`src/sv/filtered_pid_with_dd_term_macros.svh`:
```
// Assertion macros for the filtered PID block.
`ifndef FILTERED_PID_WITH_DD_TERM_MACROS_SVH
`define FILTERED_PID_WITH_DD_TERM_MACROS_SVH

// same-cycle implication, checked out of reset
`define FPID_CHECK_NOW(lbl, ante, cons, msg) \
    lbl: assert property (@(posedge clk) disable iff (!rst_n) (ante) |-> (cons)) \
        else $error(msg);

// next-cycle implication, checked out of reset
`define FPID_CHECK_NEXT(lbl, ante, cons, msg) \
    lbl: assert property (@(posedge clk) disable iff (!rst_n) (ante) |=> (cons)) \
        else $error(msg);

`endif

```
`src/sv/fpid_pkg.sv`:
```
// Constants shared by the filtered PID block.
`default_nettype none
package fpid_pkg;
    // smoothing coefficients 1/(1+tc) in Q0.16
    localparam int ALPHA_MEAS  = 64887;
    localparam int ALPHA_RATE  = 59578;
    localparam int ALPHA_SHIFT = 16;
    localparam int ALPHA_BITS  = 18;

    // configuration register indexes
    localparam logic [2:0] REG_GAIN_PROP   = 3'd0;
    localparam logic [2:0] REG_GAIN_INT    = 3'd1;
    localparam logic [2:0] REG_GAIN_DERIV  = 3'd2;
    localparam logic [2:0] REG_GAIN_DDERIV = 3'd3;
    localparam logic [2:0] REG_MODE        = 3'd4;
    localparam logic [2:0] REG_OUTPUT_MAX  = 3'd5;
    localparam logic [2:0] REG_ERROR_LIMIT = 3'd6;
    localparam logic [2:0] REG_RATE_LIMIT  = 3'd7;
endpackage
`default_nettype wire

```
`src/sv/fpid_mul.sv`:
```
// Shared signed multiplier with registered product.
`default_nettype none
module fpid_mul #(
    parameter int AW = 29,
    parameter int BW = 24
) (
    input  wire logic                     clk,
    input  wire logic                     en,
    input  wire logic signed [AW-1:0]     a,
    input  wire logic signed [BW-1:0]     b,
    output logic signed [AW+BW-1:0]       prod
);
    logic signed [AW+BW-1:0] prod_reg;

    always_ff @(posedge clk)
    begin
        if (en)
        begin
            prod_reg <= (AW+BW)'(a) * (AW+BW)'(b);
        end
    end

    assign prod = prod_reg;
endmodule
`default_nettype wire

```
`src/sv/filtered_pid_with_dd_term.sv`:
```
// Filtered PID controller with second-derivative term, one shared multiplier.
//
//  port group   dir  payload (low bits first)
//  s_*          in   setpoint, measurement, error_in, rate_in
//  m_*          out  drive, p_term, i_term, d_term, dd_term
//  cfg_*        in   register write: index, data
//
// Each accepted beat runs through 18 sequencer steps, seven of them
// multiplies on the single shared multiplier (operand, then registered product).
// s_tready is high only while the sequencer is idle. The result sits in an
// output register; a stalled m side holds the sequencer at its last step only.
// Reset clears all filter and integrator state and the configuration registers.
`default_nettype none
`include "filtered_pid_with_dd_term_macros.svh"
module filtered_pid_with_dd_term
    import fpid_pkg::*;
#(
    parameter int WORD_WIDTH    = 24,
    parameter int FRAC_BITS     = 12,
    parameter int PROP_LIMIT_Q8 = 256,
    parameter int INT_LIMIT_Q8  = 128,
    parameter int DEV_LIMIT_Q8  = 256,
    parameter int DDEV_LIMIT_Q8 = 256,
    localparam int IN_BITS  = ((4*WORD_WIDTH + 7) / 8) * 8,
    localparam int OUT_BITS = ((5*WORD_WIDTH + 7) / 8) * 8
) (
    input  wire logic                  clk,
    input  wire logic                  rst_n,
    input  wire logic                  s_tvalid,
    output logic                       s_tready,
    // setpoint, measurement, error_in, rate_in
    input  wire logic [IN_BITS-1:0]    s_tdata,
    output logic                       m_tvalid,
    input  wire logic                  m_tready,
    // drive, p_term, i_term, d_term, dd_term
    output logic [OUT_BITS-1:0]        m_tdata,
    input  wire logic                  cfg_we,
    input  wire logic [2:0]            cfg_addr,
    input  wire logic [WORD_WIDTH-1:0] cfg_data
);
    localparam int W  = WORD_WIDTH;
    localparam int SW = W + 4;                      // filter state width
    localparam int AW = SW + 1;                     // multiplier operand a
    localparam int BW = (W > ALPHA_BITS) ? W : ALPHA_BITS;
    localparam int PW = AW + BW;
    localparam int LW = W + 9;                      // term limit width

    localparam logic [4:0] S_IDLE = 5'd0;
    localparam logic [4:0] S_M1   = 5'd1;
    localparam logic [4:0] S_M2   = 5'd2;
    localparam logic [4:0] S_E    = 5'd3;
    localparam logic [4:0] S_R0   = 5'd4;
    localparam logic [4:0] S_R1   = 5'd5;
    localparam logic [4:0] S_R2   = 5'd6;
    localparam logic [4:0] S_A0   = 5'd7;
    localparam logic [4:0] S_A1   = 5'd8;
    localparam logic [4:0] S_A2   = 5'd9;
    localparam logic [4:0] S_P1   = 5'd10;
    localparam logic [4:0] S_P2   = 5'd11;
    localparam logic [4:0] S_I1   = 5'd12;
    localparam logic [4:0] S_I2   = 5'd13;
    localparam logic [4:0] S_D1   = 5'd14;
    localparam logic [4:0] S_D2   = 5'd15;
    localparam logic [4:0] S_DD1  = 5'd16;
    localparam logic [4:0] S_DD2  = 5'd17;
    localparam logic [4:0] S_SUM  = 5'd18;

    function automatic logic signed [PW-1:0] clamp_lim(
        input logic signed [PW-1:0] v,
        input logic [LW-1:0]        m
    );
        logic signed [PW-1:0] ms;
        logic signed [PW-1:0] r;
        ms = $signed({{(PW-LW){1'b0}}, m});
        r  = v;
        if (m != '0)
        begin
            if (v > ms)
                r = ms;
            else if (v < -ms)
                r = -ms;
        end
        return r;
    endfunction

    function automatic logic signed [W-1:0] sat_w(input logic signed [PW-1:0] v);
        logic signed [PW-1:0] hi;
        logic signed [PW-1:0] lo;
        logic signed [W-1:0]  r;
        hi = $signed({{(PW-W+1){1'b0}}, {(W-1){1'b1}}});
        lo = -hi - PW'(1);
        if (v > hi)
            r = W'(hi);
        else if (v < lo)
            r = W'(lo);
        else
            r = W'(v);
        return r;
    endfunction

    // configuration
    logic signed [W-1:0] gain_p_reg, gain_i_reg, gain_d_reg, gain_dd_reg;
    logic [1:0]          mode_reg;
    logic [W-2:0]        omax_reg, elim_reg, rlim_reg;

    always_ff @(posedge clk or negedge rst_n)
    begin
        if (!rst_n)
        begin
            gain_p_reg  <= '0;
            gain_i_reg  <= '0;
            gain_d_reg  <= '0;
            gain_dd_reg <= '0;
            mode_reg    <= '0;
            omax_reg    <= '0;
            elim_reg    <= '0;
            rlim_reg    <= '0;
        end
        else if (cfg_we)
        begin
            unique case (cfg_addr)
                REG_GAIN_PROP:   gain_p_reg  <= cfg_data;
                REG_GAIN_INT:    gain_i_reg  <= cfg_data;
                REG_GAIN_DERIV:  gain_d_reg  <= cfg_data;
                REG_GAIN_DDERIV: gain_dd_reg <= cfg_data;
                REG_MODE:        mode_reg    <= cfg_data[1:0];
                REG_OUTPUT_MAX:  omax_reg    <= cfg_data[W-2:0];
                REG_ERROR_LIMIT: elim_reg    <= cfg_data[W-2:0];
                REG_RATE_LIMIT:  rlim_reg    <= cfg_data[W-2:0];
                default: ;
            endcase
        end
    end

    logic [LW-1:0] plim, ilim, dlim, ddlim, elim, rlim;
    assign plim  = LW'((LW'(omax_reg) * LW'(PROP_LIMIT_Q8)) >> 8);
    assign ilim  = LW'((LW'(omax_reg) * LW'(INT_LIMIT_Q8)) >> 8);
    assign dlim  = LW'((LW'(omax_reg) * LW'(DEV_LIMIT_Q8)) >> 8);
    assign ddlim = LW'((LW'(omax_reg) * LW'(DDEV_LIMIT_Q8)) >> 8);
    assign elim  = LW'(elim_reg);
    assign rlim  = LW'(rlim_reg);

    // state
    logic [4:0]           state_reg;
    logic signed [W-1:0]  sp_reg, meas_reg, ext_reg, spd_reg;
    logic signed [SW-1:0] meas_s_reg, err_now_reg, err_prev_reg;
    logic signed [SW-1:0] rate_s_reg, rate_prev_reg, accel_s_reg, x_reg;
    logic signed [W-1:0]  integ_reg, p_reg, d_reg, dd_reg;
    logic signed [W-1:0]  drive_out_reg, p_out_reg, i_out_reg, d_out_reg, dd_out_reg;
    logic                 out_valid_reg;

    // shared multiplier operands
    logic signed [AW-1:0] mul_a;
    logic signed [BW-1:0] mul_b;
    logic signed [PW-1:0] prod;
    logic signed [PW-1:0] r16, rfr, x_meas, err_int, x_rate;
    logic                 s_acc;

    always_comb
    begin
        mul_a = '0;
        mul_b = '0;
        x_meas = (mode_reg[0]) ? clamp_lim(PW'(ext_reg), elim) : PW'(meas_reg);
        case (state_reg)
            S_M1:
            begin
                mul_a = AW'(x_meas - PW'(meas_s_reg));
                mul_b = BW'(ALPHA_MEAS);
            end
            S_R1:
            begin
                mul_a = AW'(x_reg) - AW'(rate_s_reg);
                mul_b = BW'(ALPHA_RATE);
            end
            S_A1:
            begin
                mul_a = AW'(x_reg) - AW'(accel_s_reg);
                mul_b = BW'(ALPHA_RATE);
            end
            S_P1:
            begin
                mul_a = AW'(err_now_reg);
                mul_b = BW'(gain_p_reg);
            end
            S_I1:
            begin
                mul_a = AW'(err_now_reg);
                mul_b = BW'(gain_i_reg);
            end
            S_D1:
            begin
                mul_a = AW'(rate_s_reg);
                mul_b = BW'(gain_d_reg);
            end
            S_DD1:
            begin
                mul_a = AW'(accel_s_reg);
                mul_b = BW'(gain_dd_reg);
            end
            default: ;
        endcase
    end

    fpid_mul #(.AW(AW), .BW(BW)) u_mul (
        .clk  (clk),
        .en   (state_reg != S_IDLE),
        .a    (mul_a),
        .b    (mul_b),
        .prod (prod)
    );

    // round half up
    assign r16 = (prod + (PW'(1) <<< (ALPHA_SHIFT - 1))) >>> ALPHA_SHIFT;
    assign rfr = (prod + (PW'(1) <<< (FRAC_BITS - 1))) >>> FRAC_BITS;
    assign err_int = clamp_lim(PW'(sp_reg) - PW'(meas_s_reg), elim);
    assign x_rate = clamp_lim(mode_reg[1] ? -PW'(spd_reg)
                              : PW'(err_now_reg) - PW'(err_prev_reg), rlim);

    assign s_tready = (state_reg == S_IDLE);
    assign s_acc    = s_tvalid && s_tready;

    always_ff @(posedge clk or negedge rst_n)
    begin
        if (!rst_n)
        begin
            state_reg     <= S_IDLE;
            meas_s_reg    <= '0;
            err_now_reg   <= '0;
            err_prev_reg  <= '0;
            rate_s_reg    <= '0;
            rate_prev_reg <= '0;
            accel_s_reg   <= '0;
            integ_reg     <= '0;
            out_valid_reg <= 1'b0;
        end
        else
        begin
            if (state_reg == S_SUM && (!out_valid_reg || m_tready))
                out_valid_reg <= 1'b1;
            else if (out_valid_reg && m_tready)
                out_valid_reg <= 1'b0;
            unique case (state_reg)
                S_IDLE: if (s_acc) state_reg <= S_M1;
                S_M1:   state_reg <= S_M2;
                S_M2:
                begin
                    meas_s_reg <= SW'(PW'(meas_s_reg) + r16);
                    state_reg  <= S_E;
                end
                S_E:
                begin
                    err_prev_reg <= err_now_reg;
                    err_now_reg  <= mode_reg[0] ? meas_s_reg : SW'(err_int);
                    state_reg    <= S_R0;
                end
                S_R0:
                begin
                    rate_prev_reg <= rate_s_reg;
                    state_reg     <= S_R1;
                end
                S_R1:   state_reg <= S_R2;
                S_R2:
                begin
                    rate_s_reg <= SW'(PW'(rate_s_reg) + r16);
                    state_reg  <= S_A0;
                end
                S_A0:   state_reg <= S_A1;
                S_A1:   state_reg <= S_A2;
                S_A2:
                begin
                    accel_s_reg <= SW'(PW'(accel_s_reg) + r16);
                    state_reg   <= S_P1;
                end
                S_P1:   state_reg <= S_P2;
                S_P2:   state_reg <= S_I1;
                S_I1:   state_reg <= S_I2;
                S_I2:
                begin
                    integ_reg <= (gain_i_reg != '0)
                        ? sat_w(clamp_lim(PW'(integ_reg) + rfr, ilim)) : '0;
                    state_reg <= S_D1;
                end
                S_D1:   state_reg <= S_D2;
                S_D2:   state_reg <= S_DD1;
                S_DD1:  state_reg <= S_DD2;
                S_DD2:  state_reg <= S_SUM;
                S_SUM:
                begin
                    if (!out_valid_reg || m_tready)
                        state_reg <= S_IDLE;
                end
                default: state_reg <= S_IDLE;
            endcase
        end
    end

    // payload registers
    always_ff @(posedge clk)
    begin
        if (s_acc)
        begin
            sp_reg   <= s_tdata[W-1:0];
            meas_reg <= s_tdata[2*W-1:W];
            ext_reg  <= s_tdata[3*W-1:2*W];
            spd_reg  <= s_tdata[4*W-1:3*W];
        end
        // x_reg holds the clamped rate sample, then the rate step
        if (state_reg == S_R0)
            x_reg <= SW'(x_rate);
        if (state_reg == S_A0)
            x_reg <= rate_s_reg - rate_prev_reg;
        if (state_reg == S_P2)
            p_reg <= sat_w(clamp_lim(rfr, plim));
        if (state_reg == S_D2)
            d_reg <= (gain_d_reg != '0) ? sat_w(clamp_lim(rfr, dlim)) : '0;
        if (state_reg == S_DD2)
            dd_reg <= (gain_dd_reg != '0) ? sat_w(clamp_lim(rfr, ddlim)) : '0;
        if (state_reg == S_SUM && (!out_valid_reg || m_tready))
        begin
            drive_out_reg <= sat_w(PW'(p_reg) + PW'(integ_reg) + PW'(d_reg) + PW'(dd_reg));
            p_out_reg     <= p_reg;
            i_out_reg     <= integ_reg;
            d_out_reg     <= d_reg;
            dd_out_reg    <= dd_reg;
        end
    end

    assign m_tvalid = out_valid_reg;
    assign m_tdata  = OUT_BITS'({dd_out_reg, d_out_reg, i_out_reg, p_out_reg, drive_out_reg});

    `FPID_CHECK_NEXT(a_busy_after_accept, s_acc, !s_tready, "accepted beat did not start sequencer")
    `FPID_CHECK_NOW(a_valid_from_sum, $rose(m_tvalid), $past(state_reg) == S_SUM, "result without sum step")
    `FPID_CHECK_NEXT(a_integ_cleared, state_reg == S_I2 && gain_i_reg == '0, integ_reg == '0, "integral not cleared at zero gain")
endmodule
`default_nettype wire
```
`config.mk`:
```
export PLATFORM = sky130hd
export DESIGN_NAME = filtered_pid_with_dd_term
export DESIGN_NICKNAME = d
export VERILOG_FILES = /design/src/sv/fpid_pkg.sv /design/src/sv/fpid_mul.sv /design/src/sv/filtered_pid_with_dd_term.sv
export VERILOG_INCLUDE_DIRS = /design/src /design/src/sv
export SDC_FILE = /design/constraint.sdc
export NUM_CORES = 2
export LEC_CHECK = 0
export BUFFER_PORTS_ARGS = -buffer_cell sky130_fd_sc_hd__buf_2
export CAP_MARGIN = 5
export CELL_PAD_IN_SITES_DETAIL_PLACEMENT = 0
export CELL_PAD_IN_SITES_GLOBAL_PLACEMENT = 1
export CORE_AREA = 4 4 405 407
export DETAILED_ROUTE_END_ITERATION = 16
export DIE_AREA = 0 0 409 411
export PLACE_DENSITY = 0.91
export SYNTH_ARGS = -nofsm -noshare
export SYNTH_HDL_FRONTEND = slang
export SYNTH_SLANG_ARGS = --single-unit
export TNS_END_PERCENT = 5
```
`constraint.sdc`:
```
create_clock -name clk -period 21 [get_ports clk]
set_clock_uncertainty 0.15 [all_clocks]
set_input_delay 1.05 -clock clk [delete_from_list [all_inputs] [get_ports clk]]
set_output_delay 1.05 -clock clk [all_outputs]
set_load 0.02 [all_outputs]
```
Word-level counts from Yosys, hierarchy flattened
Index checks and enable logic that the tools add are counted.

word-level totals
  input port bits = 128
  word-level logic and storage cells = 173
  bits in registers = 734
  output and inout bits = 122

operators by class
  reductions and logical operators = 30
  $lt $le $gt $ge = 20
  multipliers = 1
  bitwise operators = 2
  add/sub/neg operators = 20
  equal/unequal tests = 27
  mux-type cells = 40

operators by type and width
  kind                                                  number
  2-to-1 mux 53 bit                                     11
  2-to-1 mux 28 bit                                     9
  > comparator 53 x 24 -> 1 bit, second input constant  4
  < comparator 53 x 24 -> 1 bit, second input constant  4
  case mux 29 bit (6 select lines)                      1
  2-to-1 mux 24 bit                                     7
  negator 23 -> 53 bit                                  3
  case mux 24 bit (6 select lines)                      1
  nonzero test 33 bit                                   4
  2-to-1 mux 29 bit                                     4
  case mux 5 bit (19 select lines)                      1
  subtractor 28 x 28 -> 29 bit                          3
  adder 28 bit                                          3
  nonzero test 24 bit                                   3
  adder 53 x 13 -> 53 bit, second input constant        1
  > comparator 53 x 24 -> 1 bit                         1
  < comparator 24 x 53 -> 1 bit                         1
  < comparator 29 x 53 -> 1 bit                         1
  < comparator 41 x 53 -> 1 bit                         1
  < comparator 42 x 53 -> 1 bit                         1
  < comparator 53 bit                                   1
  multiplier 29 x 24 -> 53 bit                          1
  negator 22 -> 53 bit                                  1
  negator 24 -> 53 bit                                  1
  37 further kinds                                      72

Depth between registers and ports, before layout
  depth after elaboration = 11
  depth in mapped cells = 70

Modules after synthesis
From an unflattened synthesis, not the netlist that was laid out.

unflattened totals
  cell total of the unflattened synthesis = 8,862
  area, all modules = 82,693.1 µm²

modules (own cells, without submodules)
  module                     area an instance (µm²)  sequential area each (µm²)  instances  cells each
  filtered_pid_with_dd_term  56,197.6                18,622.9                    1          6,080
  fpid_mul                   26,495.4                1,591.5                     1          2,782

Worst setup path after synthesis
Ideal clock, no wire load.

  path kind = register to register
  start point = reg elim_reg[1]
  end point = reg u_mul.prod_reg[50], in the netlist u_mul.prod[50], data pin
  arrival = 15,266 ps
  stages on the path, launching flop included = 64
  setup time = 258 ps
  data required time = 20,592 ps
  slack = 5,326 ps
  clock period less this slack = 15,674 ps
  cells stage by stage = dfrtp_1 inv_1 ha_1 or4b_1 or3_1 clkbuf_1 nor3_1 and2_1 clkbuf_1 nand3_1 clkbuf_1 inv_1 ha_1 a21o_1 a21o_1 a21oi_1 o21ai_0 a21oi_1 [28 not listed] fa_1 inv_1 fa_1 inv_1 fa_1 fa_1 fa_1 inv_1 fa_1 inv_1 ha_1 and4_1 o211a_1 nor3_1 a211oi_1 o31a_1 nor2_1 xnor2_1

between the ends
  word-level cells in the longest chain between the ends = 9

ends and longest elaborated chain
  item                                  RTL line                          text
  start, declared                       filtered_pid_with_dd_term.sv:104  logic [W-2:0] omax_reg, elim_reg, rlim_reg;
  start signal, assigned                filtered_pid_with_dd_term.sv:128  REG_ERROR_LIMIT: elim_reg <= cfg_data[W-2:0];
  negator 23 -> 53 bit                  n/a
  < comparator 24 x 53 -> 1 bit         filtered_pid_with_dd_term.sv:80   else if (v < -ms)
  2-to-1 mux 29 bit                     filtered_pid_with_dd_term.sv:80
  2-to-1 mux 29 bit                     filtered_pid_with_dd_term.sv:78   if (v > ms)
  2-to-1 mux 29 bit (*)                 filtered_pid_with_dd_term.sv:76   if (m != '0)
  2-to-1 mux 29 bit (*)                 filtered_pid_with_dd_term.sv:163  x_meas = (mode_reg[0]) ? clamp_lim(PW'(ext_reg), elim) : PW'(meas_reg);
  subtractor 29 x 28 -> 29 bit (*)      filtered_pid_with_dd_term.sv:167  mul_a = AW'(x_meas - PW'(meas_s_reg));
  case mux 29 bit (6 select lines) (*)  filtered_pid_with_dd_term.sv:164  case (state_reg)
  multiplier 29 x 24 -> 53 bit (*)      fpid_mul.sv:19                    prod_reg <= (AW+BW)'(a) * (AW+BW)'(b);
  end signal, assigned                  fpid_mul.sv:19
  end, declared                         fpid_mul.sv:13                    logic signed [AW+BW-1:0] prod_reg;

Mark *: on every way between the ends. The rest lies on a longest branch, timed or not.
A chain may end at the register's enable or synchronous reset.

Worst setup path after layout
Ends and elaborated chain as after synthesis.

==> impl_metrics.tcl <==
set metrics [dict create \
    routedWlPerCell_um 25.66 \
    hold_violations 0 \
    htreeDepth 3 \
    period_share_pct 87.72 \
    cts_max_path_buffers 3 \
    layout.nets 10620 \
    synth_cell_types 87 \
    hold_class "input pin to async pin" \
    ys_top_cells_by_area "fa_1, edfxtp_1, ha_1" \
    tightest_slew_ns 1.480 \
    route.detailed.drc 0 \
    die_y_um 411 \
    first_pass_iters 9 \
    cts_buffers 86 \
    ys_ff_latch 723 \
    synth_top_area_share_pct 19.09 \
    via_per_inst 6.175 \
    fin_setup_tns_ns 0 \
    synthSimpleGateAreaFrac_pct 13.99 \
    insertion_delay_ns 0.75 \
    synth_mux_area_share_pct 3.752 \
    rsz0062_at_grt "no" \
    cts_resized 0 \
    root_buffer "clkbuf_16" \
    syn_area_per_cell_um2 9.248 \
    synth_edf_count 358 \
    clk_pin_slew_ns 0.07 \
    critPathLaunchType "flop" \
    layout-drive-gt1-share_pct 9.766 \
    synth_most_common_cell "inv_1" \
    io_buffers 249 \
    synth_xor_area_share_pct 4.763 \
    grt_pass1_vias 68690 \
    finalSetupViolations 0 \
    synthAdderAreaFrac_pct 31.25 \
    critPathMaxStageDelay_ns 0.89 \
    fmax_mhz 54.28 \
    status "completed" \
    synth_commonest_cells "inv_1, nand2_1, ha_1" \
    synth_top_family_by_area "adder cells" \
    cp.required_ns 21.30 \
    crit_path_top_delay_cell "nor3_1" \
    syn_to_final_growth_pct 8.695 \
    routed_wl_mm 286.8 \
    postCtsSetupRepairBufs 0 \
    maxCapViolCount 0 \
    grt_pass1_wl_mm 428.9 \
    start_util_pct 50.73 \
    die_area_mm2 0.1681 \
    ys.flop_type "dfrtp_1" \
    synthArstFlopShare_pct 50.48 \
    hold_buffers 0 \
    synth.cell_area_mm2 0.08128 \
    row_count 147 \
    crit_fanout 31 \
    die_width_um 409 \
    multi_input_area_mm2 0.05591 \
    synth_top_area_cell "fa_1" \
    first_iter_violations 7032 \
    seqCellArea_mm2 0.01989 \
    grt.overflow.total 0 \
    largest_reg_flops 42 \
    drv_slew 0 \
    grt_max_degree 180 \
    synth_compound_area_share_pct 14.67 \
    grt_usage_pct 33.61 \
    hpwl_mm 226.2 \
    fillers 14200 \
    syn-num-nets 10480 \
    critPathCaptureType "flop" \
    arrival_ns 18.72 \
    critPathKind "flop to flop" \
    synth_warnings 0 \
    fin_crit_ns 18.42 \
    tritoncts "yes" \
    cts_sinks 723 \
    yosysSeqAreaShare_pct 24.46 \
    core_mm2 0.1602 \
    place.gp.congestion 0.9966 \
    design.portCount 250 \
    ant_nets 0 \
    slew-limit-headroom_pct 1.335 \
    vias 69030 \
    syn_inst 8789 \
    antenna_found_initial 24 \
]
-- worst max-delay path: cells and delay by family (launching register included) --
family,cells,cell delay [ns]
fa+ha+maj,12,5.41
simple gates,14,4.81
buf+inv,11,2.98
flops,1,0.40
compound gates,19,3.96
xor+xnor,3,0.37
-- placed cells by master, fill, tap and decap left out, types with 37 or more instances in the layout --
| cell type | n |
|---|---|
| a211oi_1 | 42 |
| a21o_1 | 185 |
| a21oi_1 | 503 |
| a221oi_1 | 37 |
| a222oi_1 | 39 |
| a31oi_1 | 69 |
| and2_1 | 102 |
| and3_1 | 75 |
| buf_2 | 248 |
| buf_4 | 158 |
| clkbuf_16 | 86 |
| dfrtp_1 | 364 |
| edfxtp_1 | 358 |
| fa_1 | 775 |
| ha_1 | 789 |
| inv_1 | 1167 |
| mux2_2 | 229 |
| mux2i_1 | 47 |
| nand2_1 | 831 |
| nand2b_1 | 80 |
| nand3_1 | 144 |
| nand4_1 | 95 |
| nor2_1 | 556 |
| nor2b_1 | 111 |
| nor3_1 | 165 |
| nor4_1 | 51 |
| o211ai_1 | 44 |
| o21a_1 | 87 |
| o21ai_0 | 440 |
| o21bai_1 | 47 |
| or3_1 | 50 |
| xnor2_1 | 299 |
| xor2_1 | 141 |
-- worst paths after layout --
kind	start	to	slack, ns	cells past startpoint
hold reg to reg	d_reg[22]	d_out_reg[22]	0.31	0
setup reg to reg	elim_reg[1]	u_mul.prod[50]	2.58	59
hold / removal	rst_n	rlim_reg[15]	0.14	1
min in group clk	d_reg[22]	d_out_reg[22]	0.31	0
setup / recovery	elim_reg[1]	u_mul.prod[50]	2.58	59
max in group asynchronous	rst_n	meas_s_reg[18]	18.37	3
-- cell type report --
| cell class | instances | area share, % |
|---|---|---|
| clock buffer | 113 | 2.619 |
| clock inverter | 49 | 0.7181 |
| sequential | 723 | 22.51 |
| antenna | 17 | 0.04815 |
| inverter | 1170 | 4.971 |
| multi-input combinational | 6538 | 63.29 |
| tap | 2160 | 3.059 |
| timing repair buffer | 408 | 2.787 |
-- per-stage QoR --
stage	hold WS, ns	setup slack, ns	instance area (µm²)	util [%]	instances
floorplan	0.2834	5.326	81280	-	8789
global placement	0.2874	3.171	85350	53.28	11000
detailed placement	0.3065	2.723	85350	53.28	11000
CTS	0.1308	2.679	88300	55.12	11160
global route	0.1616	1.385	88300	55.12	11160
finish	0.1436	2.578	88340	55.15	11180
-- logic make-up after synthesis --
logic type,after synthesis
buf+inv,1528
fa+ha+maj,1565
simple gates,2408
compound gates,1847
mux,276
flops,723
xor+xnor,442
-- per-layer routing --
metal  wire [µm]  GRT usage (%)  vias up
li1            -              -    30480
met1      109500          42.38    34000
met2      127400          52.84     3630
met3       28250          7.374      909
met4       21530          20.73       12
met5          70              0        -
Power is left out: the tool's default activity adds up to more than one toggle a clock period on the data nets, which glitch-free logic cannot reach.
